**src/hw/rtl/itp_pkg.sv**
```systemverilog
// Shared types, codes and constants of the inverse table interpolator.
package itp_pkg;

    localparam int TABLE_DEPTH_DEF = 256;

    localparam int SAMPLE_W    = 32;
    localparam int ENTRY_IDX_W = 8;
    localparam int USED_W      = 9;
    localparam int CFG_W       = 32;
    localparam int CFG_IDX_W   = 2;
    localparam int MAPPED_W    = 48;
    localparam int FRAC_W      = 16;
    localparam int DIV_STEPS   = FRAC_W;
    localparam int DIV_CNT_W   = $clog2(DIV_STEPS);

    localparam logic [USED_W-1:0]       ENTRIES_RESET = 9'd256;
    localparam logic [SAMPLE_W-1:0]     STEP_RESET    = 32'h0001_0000;
    localparam logic signed [CFG_W-1:0] FIRST_RESET   = 32'sd0;

    typedef enum logic {
        OP_WRITE = 1'b0,
        OP_QUERY = 1'b1
    } t_itp_op;

    typedef enum logic [2:0] {
        ST_INTERP    = 3'd0,
        ST_EXACT     = 3'd1,
        ST_BELOW     = 3'd2,
        ST_ABOVE     = 3'd3,
        ST_NOT_FOUND = 3'd4
    } t_itp_status;

    typedef enum logic [CFG_IDX_W-1:0] {
        CFG_ENTRIES_USED = 2'd0,
        CFG_STEP_VALUE   = 2'd1,
        CFG_FIRST_VALUE  = 2'd2
    } t_itp_cfg_idx;

    typedef enum logic [1:0] {
        POS_ZERO,
        POS_MID,
        POS_LAST,
        POS_INTERP
    } t_itp_pos;

    typedef enum logic [2:0] {
        S_IDLE,
        S_MID,
        S_CMP,
        S_NB,
        S_DIV,
        S_POS,
        S_MUL,
        S_OUT
    } t_itp_state;

    typedef struct packed {
        t_itp_op                opcode;
        logic [ENTRY_IDX_W-1:0] entry_index;
        logic [SAMPLE_W-1:0]    sample_value;
    } t_itp_in;

    typedef struct packed {
        logic signed [MAPPED_W-1:0] mapped_value;
        t_itp_status                lookup_status;
    } t_itp_out;

    typedef struct packed {
        logic        wr;
        logic        start;
        logic        rd_mid;
        logic        rd_nb;
        logic        step;
        logic        div_start;
        logic        div_step;
        logic        pos_load;
        t_itp_pos    pos_kind;
        logic        mul;
        logic        out_load;
        logic        out_zero;
        t_itp_status out_status;
    } t_itp_cmd;

    typedef struct packed {
        logic range_empty;
        logic tm_lt_q;
        logic tm_gt_q;
        logic mid_last;
        logic mid_zero;
        logic nb_brackets;
        logic div_last;
    } t_itp_stat;

endpackage

```
**src/hw/rtl/itp_ctrl.sv**
```systemverilog
// Sequencer of the inverse table interpolator: search, divide, scale and output control.
module itp_ctrl (
    input  logic               i_clk,
    input  logic               i_rst_n,
    input  logic               i_in_valid,
    output logic               o_in_ready,
    input  itp_pkg::t_itp_op   i_opcode,
    output logic               o_out_valid,
    input  logic               i_out_ready,
    input  itp_pkg::t_itp_stat i_stat,
    output itp_pkg::t_itp_cmd  o_cmd
);

    itp_pkg::t_itp_state  r_state, n_state;
    itp_pkg::t_itp_status r_status, n_status;
    logic                 r_out_valid, n_out_valid;

    always_ff @(posedge i_clk) begin
        if (!i_rst_n) begin
            r_state     <= itp_pkg::S_IDLE;
            r_status    <= itp_pkg::ST_NOT_FOUND;
            r_out_valid <= 1'b0;
        end else begin
            r_state     <= n_state;
            r_status    <= n_status;
            r_out_valid <= n_out_valid;
        end
    end

    always_comb begin
        n_state     = r_state;
        n_status    = r_status;
        n_out_valid = r_out_valid & ~i_out_ready;
        o_in_ready  = 1'b0;
        o_cmd       = '0;
        o_cmd.pos_kind   = itp_pkg::POS_ZERO;
        o_cmd.out_status = r_status;
        unique case (r_state)
            itp_pkg::S_IDLE: begin
                o_in_ready = 1'b1;
                if (i_in_valid) begin
                    if (i_opcode == itp_pkg::OP_WRITE) begin
                        o_cmd.wr = 1'b1;
                    end else begin
                        o_cmd.start = 1'b1;
                        n_state     = itp_pkg::S_MID;
                    end
                end
            end
            itp_pkg::S_MID: begin
                if (i_stat.range_empty) begin
                    n_status = itp_pkg::ST_NOT_FOUND;
                    n_state  = itp_pkg::S_OUT;
                end else begin
                    o_cmd.rd_mid = 1'b1;
                    n_state      = itp_pkg::S_CMP;
                end
            end
            itp_pkg::S_CMP: begin
                if (i_stat.tm_lt_q) begin
                    if (i_stat.mid_last) begin
                        o_cmd.pos_load = 1'b1;
                        o_cmd.pos_kind = itp_pkg::POS_LAST;
                        n_status       = itp_pkg::ST_ABOVE;
                        n_state        = itp_pkg::S_MUL;
                    end else begin
                        o_cmd.rd_nb = 1'b1;
                        n_state     = itp_pkg::S_NB;
                    end
                end else if (i_stat.tm_gt_q) begin
                    if (i_stat.mid_zero) begin
                        o_cmd.pos_load = 1'b1;
                        o_cmd.pos_kind = itp_pkg::POS_ZERO;
                        n_status       = itp_pkg::ST_BELOW;
                        n_state        = itp_pkg::S_MUL;
                    end else begin
                        o_cmd.rd_nb = 1'b1;
                        n_state     = itp_pkg::S_NB;
                    end
                end else begin
                    o_cmd.pos_load = 1'b1;
                    o_cmd.pos_kind = itp_pkg::POS_MID;
                    n_status       = itp_pkg::ST_EXACT;
                    n_state        = itp_pkg::S_MUL;
                end
            end
            itp_pkg::S_NB: begin
                if (i_stat.nb_brackets) begin
                    o_cmd.div_start = 1'b1;
                    n_status        = itp_pkg::ST_INTERP;
                    n_state         = itp_pkg::S_DIV;
                end else begin
                    o_cmd.step = 1'b1;
                    n_state    = itp_pkg::S_MID;
                end
            end
            itp_pkg::S_DIV: begin
                o_cmd.div_step = 1'b1;
                if (i_stat.div_last) begin
                    n_state = itp_pkg::S_POS;
                end
            end
            itp_pkg::S_POS: begin
                o_cmd.pos_load = 1'b1;
                o_cmd.pos_kind = itp_pkg::POS_INTERP;
                n_state        = itp_pkg::S_MUL;
            end
            itp_pkg::S_MUL: begin
                o_cmd.mul = 1'b1;
                n_state   = itp_pkg::S_OUT;
            end
            itp_pkg::S_OUT: begin
                // hold until the output register is free
                if (!r_out_valid || i_out_ready) begin
                    o_cmd.out_load = 1'b1;
                    o_cmd.out_zero = (r_status == itp_pkg::ST_NOT_FOUND);
                    n_out_valid    = 1'b1;
                    n_state        = itp_pkg::S_IDLE;
                end
            end
            default: begin
                n_state = itp_pkg::S_IDLE;
            end
        endcase
    end

    assign o_out_valid = r_out_valid;

endmodule

```
**config.mk**
```make
export PLATFORM = sky130hd
export DESIGN_NAME = itp_ctrl
export DESIGN_NICKNAME = d
export VERILOG_FILES = /design/src/hw/rtl/itp_pkg.sv /design/src/hw/rtl/itp_ctrl.sv
export SDC_FILE = /design/constraint.sdc
export NUM_CORES = 1
export LEC_CHECK = 0
export BUFFER_PORTS_ARGS = -buffer_cell sky130_fd_sc_hd__buf_4
export CAP_MARGIN = 10
export CORE_AREA = 2 2 39 41
export DETAILED_ROUTE_END_ITERATION = 16
export DIE_AREA = 0 0 41 43
export PLACE_DENSITY = 0.71
export SLEW_MARGIN = 10
export SYNTH_ARGS = -nofsm -noshare
export SYNTH_HDL_FRONTEND = slang
export SYNTH_SLANG_ARGS = --single-unit
```
**constraint.sdc**
```tcl
create_clock -name i_clk -period 1.98 [get_ports i_clk]
set_input_delay 0.594 -clock i_clk [delete_from_list [all_inputs] [get_ports i_clk]]
set_output_delay 0.594 -clock i_clk [all_outputs]
set_load 0.01 [all_outputs]
```
# ---- Word-level counts from Yosys, hierarchy flattened
# Cells that the tools add are included.
dict set report word_totals {
  elab_cells 71
  ff_bits 7
  output_inout_bits 18
  input_bits 12
}
dict set report classes {
  muxes 44
  n_reduce_logical 6
  n_eq_ne 16
  bitwise 2
}
# op count
set op_table {}
lappend op_table {{$mux W3} 20}
lappend op_table {{$pmux W3 S8} 1}
lappend op_table {{$mux W1} 16}
lappend op_table {{$eq A3 B3 Y1 const B} 5}
lappend op_table {{$ne A2 B2 Y1 const B} 6}
lappend op_table {{$mux W2} 5}
lappend op_table {{$pmux W3 S3} 1}
lappend op_table {{$eq A3 B2 Y1 const B} 2}
lappend op_table {{$pmux W3 S2} 1}
lappend op_table {{$reduce_and A5 Y1} 1}
lappend op_table {{$ne A4 B4 Y1 const B} 1}
lappend op_table {{$reduce_and A4 Y1} 1}
lappend op_table {{$eq A3 B1 Y1 const B} 1}
lappend op_table {{$logic_not A3 Y1} 1}
lappend op_table {{$ne A3 B3 Y1 const B} 1}
lappend op_table {{$reduce_bool A3 Y1} 1}
lappend op_table {{$and A1 B1 Y1} 1}
lappend op_table {{$logic_not A1 Y1} 1}
lappend op_table {{$logic_or A1 B1 Y1} 1}
lappend op_table {{$not A1 Y1} 1}

# ---- Depth between registers and ports, before layout
# Gate-level depths: netlist (run 1).
dict set report depth {
  word_depth 4
  mapped_depth 5
  mapped_depth_nobuf 4
}

# ---- Worst setup path before layout (run 1)
# OpenSTA, ideal clock, no wires.
dict set report synth_path {
  path_kind {input-to-output}
  start {input i_out_ready}
  end {output o_cmd[3] (netlist bit)}
  n_path_buf 0
  path_slack_ns 0.062
  arrival_time_ns 1.324
  cell_stages 3
  path_cell_list {nor2b_1 nor3_2 nor4b_1}
}
# item line_no
set synth_rtl {}
lappend synth_rtl {{start: declaration} itp_ctrl.sv:9} ;# input logic i_out_ready,
lappend synth_rtl {{end: declaration} itp_ctrl.sv:11} ;# output itp_pkg::t_itp_cmd o_cmd

==> flow_results.org, run 1 <==
** Route
- Once detail routing completed, the nets flagged for antenna violations numbered 0.
- Detail-routed via count per cell :: 5.46
- Final Routed Wirelength :: approximately 1600 µm
- The first detailed-routing pass ran for 4 iterations.
- Drt wl/cell :: between 10 and 15 µm
- In the routed design, unresolved DRC markers number 0.
- Vias :: 682
- The first routing iteration left 10 violations.

** Floorplanning
- Effective utilization at floorplan :: 0.392
- Die area :: 0.00176 mm²
- Area of the core :: 0.00138 mm²
- Number of primary I/O pins :: 30
- The die is 41 µm wide.
- Row generation in the floorplan step produced 14 rows.
- Height of the die :: 43 µm

** Timing
- Max-slew headroom :: 0.811
- Hold violation count in the final report :: 0
- Pin slew with the least headroom to its limit :: 283 ps
- Worst path setup slack after routing :: -43.4 ps
- Of the available clock period, the critical path in the final layout requires 1.02.
- On the final layout, the worst hold slack is around 510 ps.
- Setup repair after global routing could not meet its margin everywhere.
- Setup violations remaining at the end of the flow were counted as 2.
- The final max-slew violation count is 0.
- Achievable Freq :: 494 MHz
- For the final database, setup skew stands at roughly 1.1 ps.
- Post-layout min period :: slightly above 2000 ps

** Synth
- Of the post-synthesis cell area, the part taken by muxes is 0.0553.
- Of the synthesized area, sequential elements account for 0.258.
- Number of cells produced by synthesis :: 73
- Of the total synthesized cell area, the portion taken by AND, OR, NAND and NOR gates is 0.362.
- When the netlist entered floorplanning its net count stood at 85.
- Of the total synthesized cell area, the portion taken by XOR and XNOR cells is 0.
- Per-instance average area after synthesis :: 7.44 µm²
- Total of flip-flops plus latches after synthesis :: 7
- Of the total synthesized cell area, the portion taken by full adders, half adders and majority gates is 0.
- The cell area that synthesis handed to floorplanning was roughly 540 µm².
- Synth warn :: 0
- Distinct cell type count of the synthesized netlist :: 33
- The compound-gate portion of the synthesized area was 0.256.
- Combinational family with the most area after synthesis :: simple AND/OR/NAND/NOR gates

** Place
- Before CTS, the worst setup slack after placement is about 85 ps.
- At the end of routability-driven placement, the weighted congestion stood at 0.722.
- Number of buffers inserted by port buffering :: 29
- Half-perimeter wire length after placement :: 1120 µm
- Once placement finished, the instance area stood at 807 µm².

** Clocking
- In this run the number of H-tree levels came out at 1.
- Clock transition at the registers of the reported paths :: 50 ps
- At the later pin of the worst-skew pair, clock insertion delay measures 250 ps.
- Number of hold buffers added after CTS :: 0
- Clk sink count :: 7
- TritonCTS built the clock tree.
- Clock root buffer master :: sky130_fd_sc_hd__clkbuf_4
- Number of CTS-inserted buffers :: 3
- After clock tree synthesis, the setup repair step added 0 buffers.
- Clock Tree Buf Depth :: 2

** Global routing
- In the global route stage, overall resource usage came out at 0.196.
- Initial antenna violation count :: 0
- Total overflow reported by the global router :: 0
- Entering global routing, the biggest net connects 13 pins.
- Via count of the first global-routing pass :: 594
- First-pass GRT wire length :: 2400 µm

** Power and ir drop
- Dividing total power by cell area gives a power density of approximately 950 mW/mm².
- Across the VDD grid, the largest voltage drop is between 0.3 and 0.4 mV.
- Leakage component of the power :: 0.407 nW

** Setup path
- In this run the critical register-to-register path is launched from r_state[2].
- STA puts the critical path data arrival time at 1430 ps.
- The worst register-to-register path ends at r_state[0].
- Worst path required time :: 1390 ps
- Flop-to-flop setup slack :: 650 ps
- Category of the worst setup path capture point :: primary output
- Counting cells, the worst reg-to-reg path comes to 5.
- STA classifies the critical path startpoint as a flip-flop.
- CP Class :: flip-flop to primary output
- Max Fanout on Critical Path :: 6

** Finish
- Most frequent cells in the layout :: sky130_fd_sc_hd__buf_4 (36), sky130_fd_sc_hd__nand2_1 (9), sky130_fd_sc_hd__nor2_1 (8)
- The area growth from synthesis to layout is 60.4%.
- Layout cells sized above 1 :: 0.477
- After routing the design area is 871 µm².
- 0 antenna diodes ended up in the layout.
- The layout has 128 filler cells.
- Across the whole layout, storage elements account for around 150 µm².
- Final core area utilization :: 0.629
- Multi-input logic area :: 398 µm²
- The library cell used most frequently in the layout, excluding fill and tap cells, is sky130_fd_sc_hd__buf_4.
- Number of nets in the final layout :: 122

** Job
- Max_cap viols :: 0

** Worst hold path
- The worst hold path was traced through 2 stages.
- The path with the worst hold slack has its endpoint at r_status[0].
- Beginning of the worst hold path :: r_status[0]
- In this run the worst hold path is classified as flip-flop to flip-flop.

** Status
- Result of the run :: finished with violations
- The checks that failed: negative setup slack.
[where the power goes]
part,leakage [nW],internal [W],switching [W]
registers,0.0582,0.000177,0.0000326
logic,0.334,0.000232,0.000258
clock network,0.0150,0.0000770,0.0000538
[cell families after synthesis]
logic type,after synthesis
muxes,3
AOI/OAI and AO/OA,19
DFF,7
buffers and inverters,7
and+or+nand+nor,37
[per-stage QoR]
step / setup TNS (ps) / std cells / power [W]
4_1_cts: -14.8 / 125 / 0.000824
6_report: -57.9 / 125 / 0.000831
3_3_place_gp: 0 / 121 / 0.000660
3_5_place_dp: 0 / 121 / 0.000666
2_1_floorplan: 0 / 73 / 0.000482
5_1_grt: -166 / 125 / 0.000895
[flip-flops by register name (all words and copies together) (netlist names)]
register	cells
r_state	3
r_status	3
o_out_valid	1
[synthesized netlist by cell type]
cell type,number,share of area
sky130_fd_sc_hd__nor2b_1,1,0.012
sky130_fd_sc_hd__nor4b_1,1,0.016
sky130_fd_sc_hd__o21ai_1,3,0.028
sky130_fd_sc_hd__a21boi_1,1,0.014
sky130_fd_sc_hd__dfxtp_1,7,0.26
sky130_fd_sc_hd__inv_1,1,0.0069
sky130_fd_sc_hd__o221ai_1,1,0.016
sky130_fd_sc_hd__nor3b_2,1,0.023
sky130_fd_sc_hd__nor2_1,8,0.055
sky130_fd_sc_hd__o21ai_0,3,0.028
sky130_fd_sc_hd__nand2_2,1,0.012
sky130_fd_sc_hd__and2_1,1,0.012
sky130_fd_sc_hd__mux2i_1,3,0.055
sky130_fd_sc_hd__inv_2,2,0.014
sky130_fd_sc_hd__a21oi_1,3,0.028
sky130_fd_sc_hd__o21a_1,1,0.014
sky130_fd_sc_hd__clkbuf_1,1,0.0069
sky130_fd_sc_hd__o311ai_4,1,0.048
sky130_fd_sc_hd__nand3_1,2,0.018
sky130_fd_sc_hd__a211oi_1,1,0.014
sky130_fd_sc_hd__nor3_2,1,0.018
sky130_fd_sc_hd__o211ai_1,1,0.014
sky130_fd_sc_hd__and2b_1,2,0.028
sky130_fd_sc_hd__or3_1,1,0.012
sky130_fd_sc_hd__buf_4,3,0.041
sky130_fd_sc_hd__nand2_1,10,0.069
sky130_fd_sc_hd__nor3_1,2,0.018
sky130_fd_sc_hd__and3_1,2,0.023
sky130_fd_sc_hd__o31ai_1,2,0.028
sky130_fd_sc_hd__o21bai_1,1,0.014
sky130_fd_sc_hd__nand2b_1,3,0.035
sky130_fd_sc_hd__nor4_1,1,0.012
sky130_fd_sc_hd__a31oi_1,1,0.012
[routing by layer]
metal  part of all wire  wire length, µm  track usage
met1               0.41              652        0.248
met2               0.53              841        0.303
met3              0.066              106       0.0785
met4                  0                0       0.0400
met5                  0                0            0
[worst max-delay path, cell delays in order, from the launching register on]
cell and delay [ps]:
sky130_fd_sc_hd__dfxtp_2 370, sky130_fd_sc_hd__nand2_1 110, sky130_fd_sc_hd__nor3_2 210, sky130_fd_sc_hd__nor4b_2 300, sky130_fd_sc_hd__buf_4 180
[worst max-delay path by stage]
stage	depth (start not counted)	to	slack [ps]	startpoint
after floorplan	3	o_cmd[3]	60	i_out_ready
after global placement	4	o_cmd[8]	110	i_stat[5]
after detailed placement	4	o_cmd[8]	90	i_stat[5]
after CTS	5	o_cmd[8]	-10	r_state[2]
after global routing	4	o_cmd[3]	-90	r_state[1]
final	4	o_cmd[3]	-40	r_state[1]
[cell type report]
class                   count  area share
inverters                   3      0.0129
multi-input cells          59       0.457
clock buffers               4      0.0302
well taps                  16      0.0230
repair buffers             36       0.310
flip-flops and latches      7       0.167
[what timing repair did]
action	CTS	global route
hold endpoints to repair	0	0
pin swaps	0	0
resized for setup	7	2
endpoints found under the setup margin	4	4
(Power assumes the default switching activity.)
==> run 2, diff against run 1 <==
--- a/config.mk
+++ b/config.mk
@@ -7,10 +7,10 @@
 export LEC_CHECK = 0
 export BUFFER_PORTS_ARGS = -buffer_cell sky130_fd_sc_hd__buf_4
 export CAP_MARGIN = 10
-export CORE_AREA = 2 2 39 41
+export CORE_ASPECT_RATIO = 0.9
+export CORE_UTILIZATION = 35
 export DETAILED_ROUTE_END_ITERATION = 16
-export DIE_AREA = 0 0 41 43
-export PLACE_DENSITY = 0.71
+export PLACE_DENSITY = 0.63
 export SLEW_MARGIN = 10
 export SYNTH_ARGS = -nofsm -noshare
 export SYNTH_HDL_FRONTEND = slang
==> run 2 against run 1 <==
Against the previous run: the flow finishes with violations (design-rule violations, negative setup slack); via count down 4.0%; utilization shrank 0.095 points; cell count rose by 0.80%; fmax increased by 1.9%; non-clock buffer count increased by 2; sequential power is 2% higher; clock power about the same; clock-buffer cell count unchanged; first-iteration DRC count is 20% higher; sequential share of layout area is 0.57 points lower; worst setup slack gained 38 ps; critical path type unchanged; largest cell class unchanged.
==> flow_results.org, run 2 (synthesis results as in run 1) <==
** Timing
- The aggregate negative setup slack was -5.68 ps (+52.2 ps).
- Count of final max-slew check failures :: 0 (unchanged)
- Max-slew headroom :: 0.817 (+0.00601)
- Setup repair after global routing could not meet its margin everywhere.
- The post-route clock period utilization came to 1.00 (-0.0191).
- Pin slew with the least headroom to its limit :: 272 ps (-10.6 ps)
- The final critical-path setup slack came to -5.68 ps (+37.7 ps).
- Final hold slack :: 510 ps (+3.22 ps)
- Post-layout min period :: 1990 ps (-37.7 ps)
- The highest clock frequency the design can meet came to 504 MHz (+1.9%).
- The hold violation count in the final report is 0 (unchanged).
- The final setup skew came to 8.59 ps (+7.47 ps).
- The total setup violations reported at the end of the flow was 1 (-1).

** Route
- The post-detailed-route via-to-cell ratio came to 5.20 (-4.7%).
- The final wirelength is 1450 µm (-9.3%).
- DR DRC count :: 2 (+2)
- The routed length per placed instance was 11.5 µm (-10%).
- Remaining antenna violation count after routing :: 0 (unchanged)
- The DRC violation total after the first TritonRoute iteration was 12 (+2).
- Detailed-routing iteration count for the pre-antenna-repair pass :: 10 (+6)
- The number of vias after detailed routing came to 655 (-4.0%).

** Finish
- From synthesis to final layout, the design area changed by 67.5%.
- The top cell types in the final layout, fill and taps aside, are sky130_fd_sc_hd__buf_4 (38), sky130_fd_sc_hd__nand2_1 (9), sky130_fd_sc_hd__nor2_1 (8).
- Count of inserted antenna diode cells :: 0 (unchanged)
- The count of fill cells added during filler insertion is 135 (+5.5%).
- Most common cell after layout, fill and taps aside :: sky130_fd_sc_hd__buf_4
- Final core area utilization :: 0.628 (-0.000946)
- Number of nets in the final layout :: 124 (+1.6%)
- The share of post-route cells with drive strength above 1 came to 0.495 (+0.0184).

** Global routing
- The wire length of the first global-routing pass came to 2240 µm (-6.6%).
- Total overflow reported by the global router :: 0 (unchanged)
- The number of global-route vias before repair came to 537 (-9.6%).
- The total routing usage reported by global routing is 0.179 (-0.0171).
- The largest net degree at the start of global routing was 13 (unchanged).
- Initial antenna violation count :: 0 (unchanged)

** Clocking
- The maximum buffer depth of the clock tree came to 2 (unchanged).
- TritonCTS built the clock tree.
- The TritonCTS sink count is 7 (unchanged).
- The depth of the CTS H-tree was 1 (unchanged).
- The number of buffers added by the clock tree synthesis step is 3 (unchanged).
- The cell sitting at the root of the clock tree is a sky130_fd_sc_hd__clkbuf_4.
- The clock transition time at the flip-flop clock pins of the worst setup and hold paths is 60 ps (about the same).
- The clock latency at the later pin of the worst-skew pair came to 250 ps (about the same).
- The count of hold-fix buffers inserted at cts was 0 (unchanged).

** Setup path
- The endpoint identified for the worst register-to-register timing path is r_state[0].
- Flop-to-flop setup slack :: 660 ps (about the same)
- The critical path in this run is classified as flip-flop to primary output.
- The slowest stage of the critical path is the sky130_fd_sc_hd__or3_4 cell.
- The maximum net fanout on the critical path is 6 (unchanged).
- The critical path data required time came to 1390 ps (about the same).
- Category of the worst setup path capture point :: primary output
- In this run the critical register-to-register path is launched from r_state[2].
- The largest incremental delay on the critical path is 380 ps (about the same).
- The data arrival time of the critical path came to 1390 ps (-40 ps).
- The depth of the worst register-to-register path is 5 (unchanged).
- Type of origin of the critical path :: flip-flop
- Traced cell by cell, the critical path runs through inv_4 > or3_4 > o31ai_4 > o21bai_1 > buf_4.

** Power and ir drop
- The overall power consumption came to 0.000882 W (+6.1%).
- The largest vdd supply drop came to 0.479 mV (+20%).
- The standby leakage power is 0.420 nW (+3.1%).
- Power density cells :: 969 mW/mm² (+1.6%)

** Status
- The flow ran to the end, but the final reports show violations.
- The checks that failed: design-rule violations, negative setup slack.

** Floorplanning
- Die area :: 0.00171 mm² (-2.8%)
- The x dimension of the die was 43.5 µm (+6.1%).
- The number of placement rows is 13 (-1).
- The top-level I/O count came to 30 (unchanged).
- Area of the core :: 0.00145 mm² (+4.6%)
- Effective utilization at floorplan :: 0.375 (-0.0173)
- Height of the die :: 39.4 µm (-8.5%)

** Worst hold path
- The worst hold path begins at r_status[1].
- Capture endpoint of the worst hold path :: r_status[1]
- Number of cells on the worst hold path :: 2 (unchanged)
- In this run the worst hold path is classified as flip-flop to flip-flop.

** Place
- The HPWL reported at the end of detailed placement is 1140 µm (+1.9%).
- The weighted congestion at the end of routability-driven global placement is 0.787 (+9.0%).
- Number of buffers inserted by port buffering :: 29 (unchanged)

** Job
- The count of max-cap constraint violations is 0 (unchanged).
[run 2: cell count changes in the layout (fill, tap and decap cells not counted)]
| cell | change |
|---|---|
| sky130_fd_sc_hd__inv_2 | -1 |
| sky130_fd_sc_hd__dfxtp_2 | +1 |
| sky130_fd_sc_hd__nor4b_4 | +1 |
| sky130_fd_sc_hd__nor4b_2 | -1 |
| sky130_fd_sc_hd__inv_4 | +1 |
| sky130_fd_sc_hd__nor3_2 | -2 |
| sky130_fd_sc_hd__buf_4 | +2 |
| sky130_fd_sc_hd__nor3_4 | +2 |
| sky130_fd_sc_hd__dfxtp_1 | -1 |
[run 2: per-layer routing]
metal | vias up | wire length, µm | track usage
li1 | 334 | - | -
met3 | 2 | 88 | 0.0599
met2 | 23 | 664 | 0.292
met1 | 296 | 681 | 0.234
met4 | 0 | 17 | 0.0234
met5 | - | 0 | 0
[run 2: layout make-up]
| cell class | instances | area (µm²) | share of cell area |
|---|---|---|---|
| well taps | 15 | 18.8 | 0.0206 |
| repair buffers | 38 | 285 | 0.314 |
| inverters | 3 | 13.8 | 0.0151 |
| clock buffers | 4 | 26.3 | 0.0289 |
| flip-flops and latches | 7 | 146 | 0.161 |
| multi-input cells | 59 | 419 | 0.461 |
[run 2: repair_timing]
item,CTS,global route
gates cloned,0,0
setup endpoints to repair,3,4
buffers inserted,1,1
gates resized for setup,7,7
pin swaps,0,2
[run 2: worst max-delay path by stage]
stage / from / end / slack, ps / depth (start not counted)
floorplan: i_out_ready / o_cmd[3] / 60 / 3
CTS: r_state[2] / o_cmd[8] / -20 / 5
finish: r_state[0] / o_cmd[8] / -6 / 5
detailed placement: i_stat[5] / o_cmd[8] / 30 / 4
global placement: i_stat[5] / o_cmd[8] / 100 / 4
global route: r_state[2] / o_cmd[8] / -80 / 5
[run 2: metrics by stage]
stage               instances  cell area, µm²  setup WS [ps]
CTS                       125             871          -24.5
detailed placement        120             806           33.5
global route              126             910          -78.4
global placement          120             806            104
floorplan                  73             543           61.8
finish                    126             910          -5.68
[run 2: where the power goes]
group	switching (W)	internal (W)	total (W)	leakage (nW)
Combinational	0.000276	0.000259	0.000534	0.346
Clock	0.0000555	0.0000771	0.000133	0.0150
Sequential	0.0000359	0.000179	0.000215	0.0585
Total	0.000367	0.000514	0.000882	0.420
[run 2: worst max-delay path: cells and delay by family, from the launching register on]
family | cells | cell delay [ps]
and+or+nand+nor | 1 | 380
DFF | 1 | 350
buffers and inverters | 2 | 190
AOI/OAI and AO/OA | 2 | 210
